## src/rtl/core/pibs_pkg.sv

```systemverilog
package pibs_pkg;

  localparam int ALLELE_W = 16;
  localparam int SHARED_W = 18;
  localparam int COUNT_W  = 17;
  localparam int SCORE_W  = 2;
  localparam int CFG_INDEX_W = 1;
  localparam int CFG_DATA_W  = 1;

  localparam logic [CFG_INDEX_W-1:0] REG_CODING_MODE  = 1'd0;
  localparam logic [CFG_INDEX_W-1:0] REG_COUNT_CLASSES = 1'd1;

  localparam logic [SCORE_W-1:0] SCORE_NONE = 2'd0;
  localparam logic [SCORE_W-1:0] SCORE_HALF = 2'd1;
  localparam logic [SCORE_W-1:0] SCORE_FULL = 2'd2;

  typedef struct packed {
    logic signed [ALLELE_W-1:0] allele_a1;
    logic signed [ALLELE_W-1:0] allele_a2;
    logic signed [ALLELE_W-1:0] allele_b1;
    logic signed [ALLELE_W-1:0] allele_b2;
    logic                       same_individual;
    logic                       last_locus;
  } in_item_t;

  typedef struct packed {
    logic [SHARED_W-1:0] shared_halves;
    logic [COUNT_W-1:0]  missing_loci;
    logic [COUNT_W-1:0]  ibs_zero_count;
    logic [COUNT_W-1:0]  ibs_one_count;
    logic [COUNT_W-1:0]  ibs_two_count;
  } out_item_t;

  // per-locus increments for the accumulators
  typedef struct packed {
    logic               add_missing;
    logic [SCORE_W-1:0] add_shared;
    logic               add_zero;
    logic               add_half;
    logic               add_full;
  } locus_eval_t;

endpackage

```

## src/rtl/core/pibs_score.sv

```systemverilog
module pibs_score import pibs_pkg::*; (
  input  logic        coding_mode,
  input  logic        count_ibs_classes,
  input  in_item_t    item,
  output locus_eval_t eval
);

  logic                 neg_a1, neg_a2, neg_b1, neg_b2;
  logic                 missing;
  logic signed [ALLELE_W:0] diff;
  logic                 eq11, eq22, eq12, eq21;
  logic [SCORE_W-1:0]   score_cnt, score_pair, score;

  always_comb begin
    neg_a1 = item.allele_a1[ALLELE_W-1];
    neg_a2 = item.allele_a2[ALLELE_W-1];
    neg_b1 = item.allele_b1[ALLELE_W-1];
    neg_b2 = item.allele_b2[ALLELE_W-1];

    if (item.same_individual) begin
      missing = coding_mode ? (neg_a1 | neg_a2) : neg_a1;
    end else begin
      missing = coding_mode ? (neg_a1 | neg_a2 | neg_b1 | neg_b2) : (neg_a1 | neg_b1);
    end

    // count coding
    diff = {item.allele_a1[ALLELE_W-1], item.allele_a1}
         - {item.allele_b1[ALLELE_W-1], item.allele_b1};
    if (diff == '0) begin
      score_cnt = SCORE_FULL;
    end else if (diff == (ALLELE_W+1)'(1) || diff == '1) begin
      score_cnt = SCORE_HALF;
    end else begin
      score_cnt = SCORE_NONE;
    end

    // two-allele coding, either order
    eq11 = item.allele_a1 == item.allele_b1;
    eq22 = item.allele_a2 == item.allele_b2;
    eq12 = item.allele_a1 == item.allele_b2;
    eq21 = item.allele_a2 == item.allele_b1;
    if (eq11) begin
      score_pair = eq22 ? SCORE_FULL : SCORE_HALF;
    end else if (eq12) begin
      score_pair = eq21 ? SCORE_FULL : SCORE_HALF;
    end else if (eq22 || eq21) begin
      score_pair = SCORE_HALF;
    end else begin
      score_pair = SCORE_NONE;
    end

    score = coding_mode ? score_pair : score_cnt;

    eval = '0;
    eval.add_missing = missing;
    if (!item.same_individual && !missing) begin
      eval.add_shared = score;
      eval.add_full   = count_ibs_classes && (score == SCORE_FULL);
      eval.add_half   = count_ibs_classes && (score == SCORE_HALF);
      eval.add_zero   = count_ibs_classes && (score == SCORE_NONE);
    end
  end

endmodule

```

## src/rtl/core/pibs_accum.sv

```systemverilog
module pibs_accum import pibs_pkg::*; #(
  parameter int MAX_LOCI = 65536
) (
  input  logic        clk,
  input  logic        rst,
  input  logic        step,
  input  logic        last,
  input  locus_eval_t eval,
  output out_item_t   totals
);

  localparam longint unsigned SHARED_MAX = (64'd1 << SHARED_W) - 64'd1;
  localparam longint unsigned COUNT_MAX  = (64'd1 << COUNT_W) - 64'd1;
  localparam longint unsigned SHARED_CAP_L =
    (2 * longint'(MAX_LOCI) > SHARED_MAX) ? SHARED_MAX : 2 * longint'(MAX_LOCI);
  localparam longint unsigned COUNT_CAP_L =
    (longint'(MAX_LOCI) > COUNT_MAX) ? COUNT_MAX : longint'(MAX_LOCI);
  localparam logic [SHARED_W-1:0] SHARED_CAP = SHARED_CAP_L[SHARED_W-1:0];
  localparam logic [COUNT_W-1:0]  COUNT_CAP  = COUNT_CAP_L[COUNT_W-1:0];

  logic [SHARED_W-1:0] shared_sum, shared_sum_next;
  logic [COUNT_W-1:0]  missing_sum, missing_sum_next;
  logic [COUNT_W-1:0]  zero_class_sum, zero_class_sum_next;
  logic [COUNT_W-1:0]  half_class_sum, half_class_sum_next;
  logic [COUNT_W-1:0]  full_class_sum, full_class_sum_next;

  function automatic logic [COUNT_W-1:0] count_add(input logic [COUNT_W-1:0] acc,
                                                   input logic inc);
    logic [COUNT_W:0] s;
    s = {1'b0, acc} + {{COUNT_W{1'b0}}, inc};
    return (s > {1'b0, COUNT_CAP}) ? COUNT_CAP : s[COUNT_W-1:0];
  endfunction

  logic [SHARED_W:0] shared_wide;

  always_comb begin
    shared_wide = {1'b0, shared_sum} + {{(SHARED_W-1){1'b0}}, eval.add_shared};
    shared_sum_next = (shared_wide > {1'b0, SHARED_CAP}) ? SHARED_CAP
                                                         : shared_wide[SHARED_W-1:0];
    missing_sum_next    = count_add(missing_sum, eval.add_missing);
    zero_class_sum_next = count_add(zero_class_sum, eval.add_zero);
    half_class_sum_next = count_add(half_class_sum, eval.add_half);
    full_class_sum_next = count_add(full_class_sum, eval.add_full);

    totals.shared_halves  = shared_sum_next;
    totals.missing_loci   = missing_sum_next;
    totals.ibs_zero_count = zero_class_sum_next;
    totals.ibs_one_count  = half_class_sum_next;
    totals.ibs_two_count  = full_class_sum_next;
  end

  always_ff @(posedge clk) begin
    if (rst || (step && last)) begin
      shared_sum     <= '0;
      missing_sum    <= '0;
      zero_class_sum <= '0;
      half_class_sum <= '0;
      full_class_sum <= '0;
    end else if (step) begin
      shared_sum     <= shared_sum_next;
      missing_sum    <= missing_sum_next;
      zero_class_sum <= zero_class_sum_next;
      half_class_sum <= half_class_sum_next;
      full_class_sum <= full_class_sum_next;
    end
  end

endmodule

```

## src/rtl/core/pairwise_ibs_sharing_accumulator.sv

```systemverilog
// channel | direction | handshake           | payload
// in      | input     | in_valid / in_ready   | in_item (in_item_t)
// out     | output    | out_valid / out_ready | out_item (out_item_t)
// cfg     | input     | cfg_write             | cfg_index, cfg_data
//
// one locus per cycle; an item is held in the input register, is scored
// and added there, and a last locus loads the result register at the same edge.
// a result passes from the input register to the result register, which sets out_valid.
// synchronous reset clears sums, valids and config (coding 0, class counting on).
// only a last locus waits on a full result register; other loci stall only behind it.
module pairwise_ibs_sharing_accumulator import pibs_pkg::*; #(
  parameter int MAX_LOCI = 65536
) (
  input  logic                   clk,
  input  logic                   rst,
  input  logic                   cfg_write,
  input  logic [CFG_INDEX_W-1:0] cfg_index,
  input  logic [CFG_DATA_W-1:0]  cfg_data,
  input  logic                   in_valid,
  output logic                   in_ready,
  input  in_item_t               in_item,
  output logic                   out_valid,
  input  logic                   out_ready,
  output out_item_t              out_item
);

  logic        coding_mode;
  logic        count_ibs_classes;
  logic        stage_valid;
  in_item_t    stage_item;
  logic        step;
  locus_eval_t eval;
  out_item_t   totals;

  assign step     = stage_valid && (!stage_item.last_locus || !out_valid || out_ready);
  assign in_ready = !stage_valid || step;

  always_ff @(posedge clk) begin
    if (rst) begin
      coding_mode       <= 1'b0;
      count_ibs_classes <= 1'b1;
    end else if (cfg_write) begin
      unique case (cfg_index)
        REG_CODING_MODE:   coding_mode       <= cfg_data[0];
        REG_COUNT_CLASSES: count_ibs_classes <= cfg_data[0];
        default: ;
      endcase
    end
  end

  always_ff @(posedge clk) begin
    if (rst) begin
      stage_valid <= 1'b0;
    end else if (in_ready) begin
      stage_valid <= in_valid;
    end
    if (in_ready && in_valid) begin
      stage_item <= in_item;
    end
  end

  pibs_score u_score (
    .coding_mode       (coding_mode),
    .count_ibs_classes (count_ibs_classes),
    .item              (stage_item),
    .eval              (eval)
  );

  pibs_accum #(
    .MAX_LOCI (MAX_LOCI)
  ) u_accum (
    .clk    (clk),
    .rst    (rst),
    .step   (step),
    .last   (stage_item.last_locus),
    .eval   (eval),
    .totals (totals)
  );

  always_ff @(posedge clk) begin
    if (rst) begin
      out_valid <= 1'b0;
    end else if (step && stage_item.last_locus) begin
      out_valid <= 1'b1;
    end else if (out_ready) begin
      out_valid <= 1'b0;
    end
    if (step && stage_item.last_locus) begin
      out_item.shared_halves  <= totals.shared_halves;
      out_item.missing_loci   <= totals.missing_loci;
      out_item.ibs_zero_count <= count_ibs_classes ? totals.ibs_zero_count : '0;
      out_item.ibs_one_count  <= count_ibs_classes ? totals.ibs_one_count : '0;
      out_item.ibs_two_count  <= count_ibs_classes ? totals.ibs_two_count : '0;
    end
  end

endmodule

```

## config.mk

```make
export PLATFORM = sky130hd
export DESIGN_NAME = pairwise_ibs_sharing_accumulator
export DESIGN_NICKNAME = d
export VERILOG_FILES = /design/src/rtl/core/pibs_pkg.sv /design/src/rtl/core/pibs_score.sv /design/src/rtl/core/pibs_accum.sv /design/src/rtl/core/pairwise_ibs_sharing_accumulator.sv
export SDC_FILE = /design/constraint.sdc
export NUM_CORES = 1
export LEC_CHECK = 0
export BUFFER_PORTS_ARGS = -buffer_cell sky130_fd_sc_hd__buf_4
export CORE_AREA = 2 2 166 168
export CTS_CLUSTER_SIZE = 16
export DETAILED_ROUTE_END_ITERATION = 16
export DIE_AREA = 0 0 168 170
export HOLD_SLACK_MARGIN = 0.05
export PLACE_DENSITY = 0.81
export SYNTH_ARGS = -nofsm -noshare
export SYNTH_HDL_FRONTEND = slang
export SYNTH_SLANG_ARGS = --single-unit
```

## constraint.sdc

```tcl
create_clock -name clk -period 6.1 [get_ports clk]
set_input_delay 1.83 -clock clk [delete_from_list [all_inputs] [get_ports clk]]
set_output_delay 1.83 -clock clk [all_outputs]
set_load 0.005 [all_outputs]
```

==> key figures, run 1 <==
Outcome
  – Status: finished, final reports clean

CTS
  – CTS tree: done
  – Clk buf depth: 3
  – CTS root buffer: clkbuf_16
  – Worst-Skew Late Latency: 560 ps
  – Cts hold-fix bufs: 0
  – Clock-pin slew on the worst setup and hold paths: 70 ps
  – H-tree Lvls: 1
  – CTS Buf Count: 25
  – Clock Sink Count: ~240

Worst setup path
  – Crit Path Max Fanout: 7
  – CP arrival: 6350 ps
  – Worst Setup Path Type: reg2reg
  – Worst reg2reg path depth: 23
  – Crit start category: flip-flop
  – Worst setup EP type: flip-flop
  – CP Data Required Time: 6580 ps

Drt
  – Routed Antenna Nets: 0
  – Initial drt markers: 982
  – Post-Route WL: 31.5 mm
  – DRC violations left: 0
  – Vias after detailed routing: between 10000 and 15000
  – Vias/cell: 5.75
  – Pre-antenna DRT Iters: 8
  – Routed WL per cell: 16.7 microns

Power
  – P_leak: 0.00618 uW
  – Maximum vdd drop: about 0.00025 V
  – Power density over the cells: 240 mW/mm^2

Timing
  – Setup ws final: 225 ps
  – Number of endpoints failing setup at the final stage: 0
  – F_max: 170 MHz
  – Max-slew headroom: 40.1%
  – Clock skew: ~21 ps
  – Final Cycle Share: 96.3%
  – Final Max Tran Viols: 0
  – WHS: 458 ps
  – Final Hold Viols: 0
  – Clock period minus worst slack: 5870 ps
  – Worst-Margin Slew: 899 ps

Global route
  – Vias in the first global route: roughly 10000
  – Total GRT Usage: a little over a fifth
  – First-pass GRT wire length: approximately 50 mm
  – Gr ovfl total: 0
  – Initial antenna violation count: 0
  – Largest net degree at the start of global routing: 71

Placement
  – PortBufs: 160
  – Dpl cells: 1843
  – GP Congestion: about 0.9
  – Post-DP HPWL: 22.4 mm
  – Post-Place Worst Slack: -179 ps

Job
  – Max-cap violations: 0

Hold path
  – Hold/Removal Path Class: reg2reg
  – Hold path cells: 2

Floorplanning
  – Core Area: between 0.02 and 0.03 sq mm
  – Die Height: between 150 and 200 microns
  – I/O pin total: 161
  – Starting density of the core: roughly half
  – Die area: 0.0286 sq mm
  – Die width: 168 microns
  – # rows: 60

Logic synthesis
  – Top cells by area, synth: edfxtp_1 34%, dfxtp_1 14%, xnor2_1 5.3%, xor2_1 4.6%, nor2_1 4.2%
  – Register area share after synthesis: 48.0%
  – Syn Nets: 1514
  – Syn_area_per_cell: 9.41 sq um
  – Most common cell in the netlist: edfxtp_1
  – Share of the synthesized area in the top cell type: between 30% and 40%
  – Dominant cell type by area after synthesis: edfxtp_1
  – Post-synth top cells: 152 x edfxtp_1, 150 x nor2_1, 131 x nand2_1, 90 x dfxtp_1, 80 x xnor2_1
  – Synth Instances: approximately 1400
  – Flops & latches, synth: 242
  – Post-Syn Area: roughly 0.013 sq mm
  – Synth warn: 0
  – Ys async rst share: 0%
  – EDFF count, synth: 152
  – Prevailing post-synth register cell: edfxtp_1
  – Synth unique cells: 75

Cells and area
  – Area Overhead vs Synth: 18.8%
  – Final net count: 1634
  – Fraction of layout cells with a size suffix above 1: 18.0%
  – # diodes: 0
  – Final Non-Filler Cells: 1891
[placed cells by master, fill, tap and decap left out, types with 59 or more instances in the layout]
cell type,count
buf_4,197
edfxtp_1,152
nor2_1,150
nand2_1,130
dfxtp_1,90
xnor2_1,80
nand3_1,75
xor2_1,70
o21ai_0,69
a21oi_1,59
[routing by layer]
metal	share of wire (%)	up-vias	global-route usage, %
li1	-	5310	-
met1	44	5073	28.8
met2	47	422	36.2
met3	6.0	69	2.65
met4	3.1	0	7.07
met5	0	-	0
[metrics by stage]
step	utilization (%)	instance area, sq um	power, uW	TNS, ps
after detailed placement	55.3	14800	2120	-679
after CTS	58.9	15700	3800	0
final	59.2	15800	3790	0
after floorplan	-	13300	2010	0
after global routing	59.2	15800	3910	-136
after global placement	55.3	14800	2110	-0.370
[power breakdown]
part | switching, uW | internal (uW)
Clock | 662 | 1020
Combinational | 175 | 127
Sequential | 28.9 | 1770
Total | 865 | 2920
[worst paths after layout]
| path | start | to | slack [ps] |
|---|---|---|---|
| worst max-delay path | stage_item[18] | u_accum.shared_sum[15] | 230 |
| worst min-delay path | u_accum.missing_sum[0] | u_accum.missing_sum[0] | 460 |
| worst max register to register | stage_item[18] | u_accum.shared_sum[15] | 230 |
| worst min register to register | u_accum.missing_sum[0] | u_accum.missing_sum[0] | 460 |
[worst max-delay path: stages (launching register included)]
cell and delay (ps):
edfxtp_1 400, ha_1 230, fa_2 360, nand2b_4 160, a21oi_2 150, o31a_1 240
o22ai_1 130, xor2_1 160, and4_1 190, nand4_1 120, o311ai_1 100, buf_4 150
and2_1 160, ha_2 200, fa_2 420, and4_4 230, a2111oi_2 400, nor3_1 110
or4_4 570, o31ai_4 290, a21oi_2 90, or2_4 290, or4_1 480, a31oi_1 170
[sequential cells by signal, summed over array words and instances, names as in the netlist, 17 cells and up]
name / cells
stage_item: 66
u_accum.full_class_sum: 17
out_item: 86
u_accum.zero_class_sum: 17
u_accum.shared_sum: 18
u_accum.missing_sum: 17
u_accum.half_class_sum: 17
[layout make-up]
class                           instances  area (sq um)
Timing Repair Buffer                  197          1480
Fill cell                            2164         10900
Sequential cell                       242          6370
Tap cell                              341           427
Clock buffer                           29           651
Multi-Input combinational cell       1026          6440
Clock inverter                         17           258
Inverter                               39           146
[logic make-up (layout without fill, tap and decap cells)]
logic type | count (synthesis) | count (layout) | share of synthesized area (%)
mux | 7 | 7 | 0.528
compound gates | 248 | 248 | 11.7
fa+ha+maj | 30 | 30 | 2.94
flops | 242 | 242 | 48.0
simple gates | 591 | 591 | 22.5
buf+inv | 143 | 282 | 4.38
xor+xnor | 150 | 150 | 9.90
[what timing repair did]
action | 4_1_cts | 5_1_grt
setup endpoints to repair | 5 | 80
resized for setup | 7 | 19
pin swaps | 1 | 3
buffers inserted | 0 | 2
Note: power is estimated with default switching activity, not from simulation.
==> inputs of run 2 (changes only) <==
Settings changed: CORE_AREA 2 2 166 168 to 2 2 162 164, DIE_AREA 0 0 168 170 to 0 0 164 166, PLACE_DENSITY 0.81 to 0.84, TNS_END_PERCENT set to 30.
==> run 2 against run 1 <==
Sequential share of layout area grew 0.055 points. Worst setup slack lost 9.9 ps. Via count grew 0.90%. Critical endpoint unchanged. Cell count shrank 0.37%. Routed wire length shrank 0.45%. Highest routed layer unchanged. Clock skew shrank 4.0 ps.
==> key figures, run 2 (synthesis gave the netlist of run 1 again) <==
Power
  – Maximum vdd drop: 0.000248 V
  – Power density over the cells: 233 mW/mm^2
  – P_leak: 0.00616 uW

CTS
  – CTS tree: done
  – CTS root buffer: clkbuf_16
  – CTS Buf Count: 25
  – Clock-pin slew on the worst setup and hold paths: 70 ps
  – Clock Sink Count: 242
  – Clk buf depth: 3
  – Worst-Skew Late Latency: 520 ps
  – H-tree Lvls: 1

Timing
  – F_max: between 150 and 200 MHz
  – Clock skew: 17.2 ps
  – Clock period minus worst slack: 5880 ps
  – Final Hold Viols: 0
  – Worst-Margin Slew: 1110 ps
  – Number of endpoints failing setup at the final stage: 0
  – Final Cycle Share: 96.5%
  – Max-slew headroom: 26.2%
  – Final Max Tran Viols: 0

Worst setup path
  – Worst setup EP type: flip-flop
  – Slowest CP cell: or4_4
  – Crit Path Max Fanout: 7
  – CP bufs+invs: 1
  – CP arrival: 6330 ps
  – Slowest stage delay, CP: 520 ps
  – Worst path cell trace: buf_4 -> ha_1 -> nor2b_1 -> o2111ai_2 -> a211o_1 -> a31oi_2 -> a31o_2 -> a31oi_1 -> or3b_2 -> o21ai_1 -> and2_1 -> ha_1 -> a21o_1 -> a211o_1 -> a2111o_1 -> or4_4 -> o31ai_2 -> nor2_1 -> or2_4 -> or4_1 -> a31oi_1
  – Crit start category: flip-flop
  – CP delay by family, top: compound AO/OA/AOI/OAI gates
  – Worst Setup Path Type: reg2reg
  – CP Data Required Time: 6540 ps

Drt
  – Routed Antenna Nets: 0
  – Vias/cell: 5.82
  – Vias after detailed routing: around 11000
  – Post-Route WL: 31.4 mm
  – Routed WL per cell: 16.7 microns
  – Pre-antenna DRT Iters: 7
  – DRC violations left: 0
  – Initial drt markers: 870

Global route
  – Initial antenna violation count: 0
  – Largest net degree at the start of global routing: 88
  – Total GRT Usage: a little under a quarter
  – Gr ovfl total: 0
  – First-pass GRT wire length: 50.9 mm
  – Vias in the first global route: around 10000

Cells and area
  – Biggest regs: out_item x86, stage_item x66, u_accum.shared_sum x18
  – Area Overhead vs Synth: 18.7%
  – Most frequent cells in the layout: 197 x buf_4, 152 x edfxtp_1, 150 x nor2_1, 130 x nand2_1, 90 x dfxtp_1
  – Design area: around 0.016 sq mm
  – Final Non-Filler Cells: 1884
  – Most common cell after layout, fill and taps aside: buf_4
  – Fraction of layout cells with a size suffix above 1: approximately 19%
  – Largest register FFs: 86
  – Top reg by flops: out_item
  – # diodes: 0
  – Final net count: ~1600

Hold path
  – Hold/Removal Path Class: reg2reg

Placement
  – Post-DP HPWL: 22.4 mm
  – PortBufs: 160
  – Placed Area: 0.0147 sq mm
  – Dpl cells: 1837
  – GP Congestion: roughly 0.89

Floorplanning
  – Die area: between 0.02 and 0.03 sq mm
  – Die width: 164 microns
  – # rows: 59
  – I/O pin total: 161
  – Die Height: 166 microns
  – Core Area: around 0.026 sq mm
  – Starting density of the core: 51.8%

Job
  – Max-cap violations: 0

Outcome
  – Status: finished, final reports clean
[run 2: timing repair]
item,4_1_cts,5_1_grt
setup buffers,0,2
hold buffers,0,0
endpoints found under the setup margin,6,85
gates resized for setup,5,28
pin swaps,0,9
hold endpoints to repair,0,0
[run 2: final timing paths]
path,cells after the start,slack [ps],endpoint,from
setup / recovery,21,220,u_accum.shared_sum[15],stage_item[18]
hold / removal,2,460,u_accum.missing_sum[0],u_accum.missing_sum[0]
setup reg to reg,21,220,u_accum.shared_sum[15],stage_item[18]
hold reg to reg,2,460,u_accum.missing_sum[0],u_accum.missing_sum[0]
[run 2: layout make-up]
| class | instances | area [sq um] |
|---|---|---|
| clock inverter | 17 | 193 |
| multi-input combinational | 1026 | 6480 |
| inverter | 39 | 146 |
| timing repair buffer | 197 | 1480 |
| sequential | 242 | 6370 |
| tap | 335 | 419 |
| clock buffer | 28 | 667 |
| fill | 2120 | 9870 |
[run 2: through the flow]
step / hold WS (ps) / setup TNS, ps / utilization [%] / power, uW / setup WS (ps)
floorplan: 432 / 0 / - / 2010 / 274
global placement: 443 / 0 / 57.6 / 2110 / 97.6
detailed placement: 451 / -460 / 57.6 / 2120 / -126
CTS: 460 / 0 / 61.0 / 3680 / 12.5
global route: 495 / -73.7 / 61.5 / 3800 / -34.5
finish: 458 / 0 / 61.5 / 3670 / 215
[run 2: power breakdown]
group	total, uW	switching, uW	internal (uW)
Clock	1570	651	922
Sequential	1800	29.2	1770
Combinational	300	174	126
Total	3670	854	2820
[run 2: worst register-to-register path, stage by stage, from the launching register on]
cell and delay, ps:
edfxtp_1 430, buf_4 170, ha_1 210, nor2b_1 140
o2111ai_2 150, a211o_1 370, a31oi_2 280, a31o_2 190
a31oi_1 50, or3b_2 470, o21ai_1 160, and2_1 220
ha_1 270, a21o_1 200, a211o_1 290, a2111o_1 430
or4_4 520, o31ai_2 270, nor2_1 90, or2_4 270
or4_1 460, a31oi_1 180
[run 2: layer usage]
metal	part of all wire [%]	track usage (%)	vias to the layer above
li1	-	-	5296
met5	0	0	-
met1	42	29.8	5163
met4	2.9	7.74	0
met3	7.2	3.02	71
met2	48	38.3	442
==> inputs of run 3 (changes only) <==
Clock period 6.1 ns to 4.85 ns, I/O delays scaled along.
==> run 3 against run 2 <==
Via count grew 12%. Cell count grew 11%. The run now ends with setup timing left. Critical path depth grew 2. Largest power group unchanged. First-iteration DRC count grew 45%.
==> key figures, run 3 (synthesis gave the netlist of run 1 again) <==
Cells and area
  – Filler cells: 1730
  – Final net count: 1831
  – Most frequent cells in the layout: 379 x buf_4, 152 x edfxtp_1, 128 x nor2_1, 128 x nand2_1, 90 x dfxtp_1
  – Biggest regs: out_item x86, stage_item x66, u_accum.shared_sum x18
  – Multi-input logic area: 0.00704 sq mm
  – Design area: 0.0179 sq mm
  – # diodes: 0
  – Largest register FFs: 86
  – Fraction of layout cells with a size suffix above 1: between 30 and 40%
  – Most common cell after layout, fill and taps aside: buf_4
  – Fin util: 69.7%
  – Area Overhead vs Synth: 34.6%
  – Register area: ~0.0064 sq mm
  – Top reg by flops: out_item

Timing
  – Clock skew: 14.6 ps
  – Worst-Margin Slew: 836 ps
  – RSZ-0062 raised after global routing: true
  – WHS: 481 ps
  – Number of endpoints failing setup at the final stage: 115
  – Setup ws final: -959 ps
  – Final Cycle Share: 120%
  – Final Max Tran Viols: 0
  – Max-slew headroom: 44.3%
  – Clock period minus worst slack: 5810 ps
  – Final Hold Viols: 0
  – F_max: 172 MHz

Drt
  – Pre-antenna DRT Iters: 6
  – Initial drt markers: between 1000 and 1500
  – Routed Antenna Nets: 0
  – Vias/cell: 5.91
  – DRC violations left: 0
  – Post-Route WL: 38.6 mm
  – Vias after detailed routing: 12299
  – Routed WL per cell: 18.5 microns

Floorplanning
  – I/O pin total: 161
  – Die width: 164 microns
  – Starting density of the core: around half
  – Die area: 0.0272 sq mm
  – Core Area: around 0.026 sq mm
  – Die Height: approximately 170 microns
  – # rows: about 60

Worst setup path
  – CP Data Required Time: 5310 ps
  – Worst Setup Path Type: reg2reg
  – CP arrival: 6270 ps
  – Crit start category: flip-flop
  – Crit Path Max Fanout: 8
  – Cell mode on critical path: buf_4
  – Worst setup EP type: flip-flop
  – Worst path cell trace: ha_4 -> nor2b_4 -> o2111ai_2 -> a211o_1 -> a31oi_4 -> buf_4 -> o21ai_0 -> a31oi_2 -> buf_4 -> o311ai_2 -> and2_1 -> ha_2 -> fa_2 -> buf_4 -> nor3_2 -> a31oi_1 -> a2111o_1 -> or4_4 -> o31ai_2 -> nor2_1 -> or2_4 -> or4_4 -> a31oi_1
  – Slowest stage delay, CP: 580 ps
  – Slowest CP cell: or4_4

Job
  – Max-cap violations: 0

CTS
  – CTS tree: done
  – Clock Sink Count: between 200 and 250
  – H-tree Lvls: 1
  – CTS Buf Count: 25
  – Worst-Skew Late Latency: 540 ps
  – Clk buf depth: 3
  – Cts hold-fix bufs: 0
  – Clock-pin slew on the worst setup and hold paths: 70 ps
  – CTS root buffer: clkbuf_16

Power
  – P_leak: 0.00725 uW
  – Power density over the cells: 271 mW/mm^2
  – Maximum vdd drop: between 0.0002 and 0.0003 V
  – Tot Pwr: 4840 uW

Global route
  – Total GRT Usage: 27.0%
  – Initial antenna violation count: 0
  – Vias in the first global route: roughly 12000
  – Largest net degree at the start of global routing: 67
  – First-pass GRT wire length: around 60 mm
  – Gr ovfl total: 0

Placement
  – Post-DP HPWL: 25.5 mm
  – PortBufs: 160
  – Placed Area: 0.0163 sq mm
  – GP Congestion: 0.891

Outcome
  – Status: complete, but fails checks
  – Failing checks: setup timing

Hold path
  – Hold/Removal Path Class: reg2reg
## run 3: worst max-delay path, delay by kind of cell, from the launching register on
kind,cells,cell delay (ps)
AO/OA/AOI/OAI,10,2130
AND/OR/NAND/NOR,7,1810
adder cells (fa/ha/maj),3,870
flip-flops,1,460
buffers and inverters,3,450
## run 3: cell type report
cell class	count	area share, %
repair buffers	393	16.9
multi-input cells	1027	39.4
flip-flops and latches	242	35.6
clock inverters	12	0.946
clock buffers	34	3.92
inverters	39	0.820
well taps	335	2.35
## run 3: what timing repair did
action,4_1_cts,5_1_grt
setup endpoints to repair,108,136
pin swaps,38,45
cloned,2,0
gates resized for setup,83,44
endpoints found under the hold margin,0,0
buffers inserted,17,18
## run 3: where the power goes
part | total (uW) | switching [uW] | internal (uW) | leakage [uW]
Combinational | 532 | 278 | 254 | 0.00453
Clock | 2050 | 819 | 1230 | 0.000425
Sequential | 2260 | 31.6 | 2230 | 0.00229
Total | 4840 | 1130 | 3710 | 0.00725
## run 3: path summary, 6_finish.rpt
| kind | startpoint | end | slack [ps] | depth (start not counted) |
|---|---|---|---|---|
| max reg2reg | stage_item[51] | u_accum.shared_sum[15] | -960 | 23 |
| max | stage_item[51] | u_accum.shared_sum[15] | -960 | 23 |
| min | u_accum.full_class_sum[0] | u_accum.full_class_sum[0] | 480 | 2 |
| min reg2reg | u_accum.full_class_sum[0] | u_accum.full_class_sum[0] | 480 | 2 |
## run 3: through the flow
step	instances	worst slack, ps	TNS (ps)
floorplan	1411	-488	-9220
global placement	2005	-697	-20420
detailed placement	2005	-834	-29680
CTS	2066	-660	-18800
global route	2082	-1140	-74760
finish	2082	-959	-50250
## run 3: layer usage
| metal | vias up | wire length [microns] | track usage, % |
|---|---|---|---|
| met1 | 5868 | 15000 | 34.2 |
| met2 | 605 | 19300 | 46.7 |
| met5 | - | 0 | 0 |
| li1 | 5697 | - | - |
| met4 | 0 | 1720 | 10.3 |
| met3 | 129 | 2560 | 3.47 |
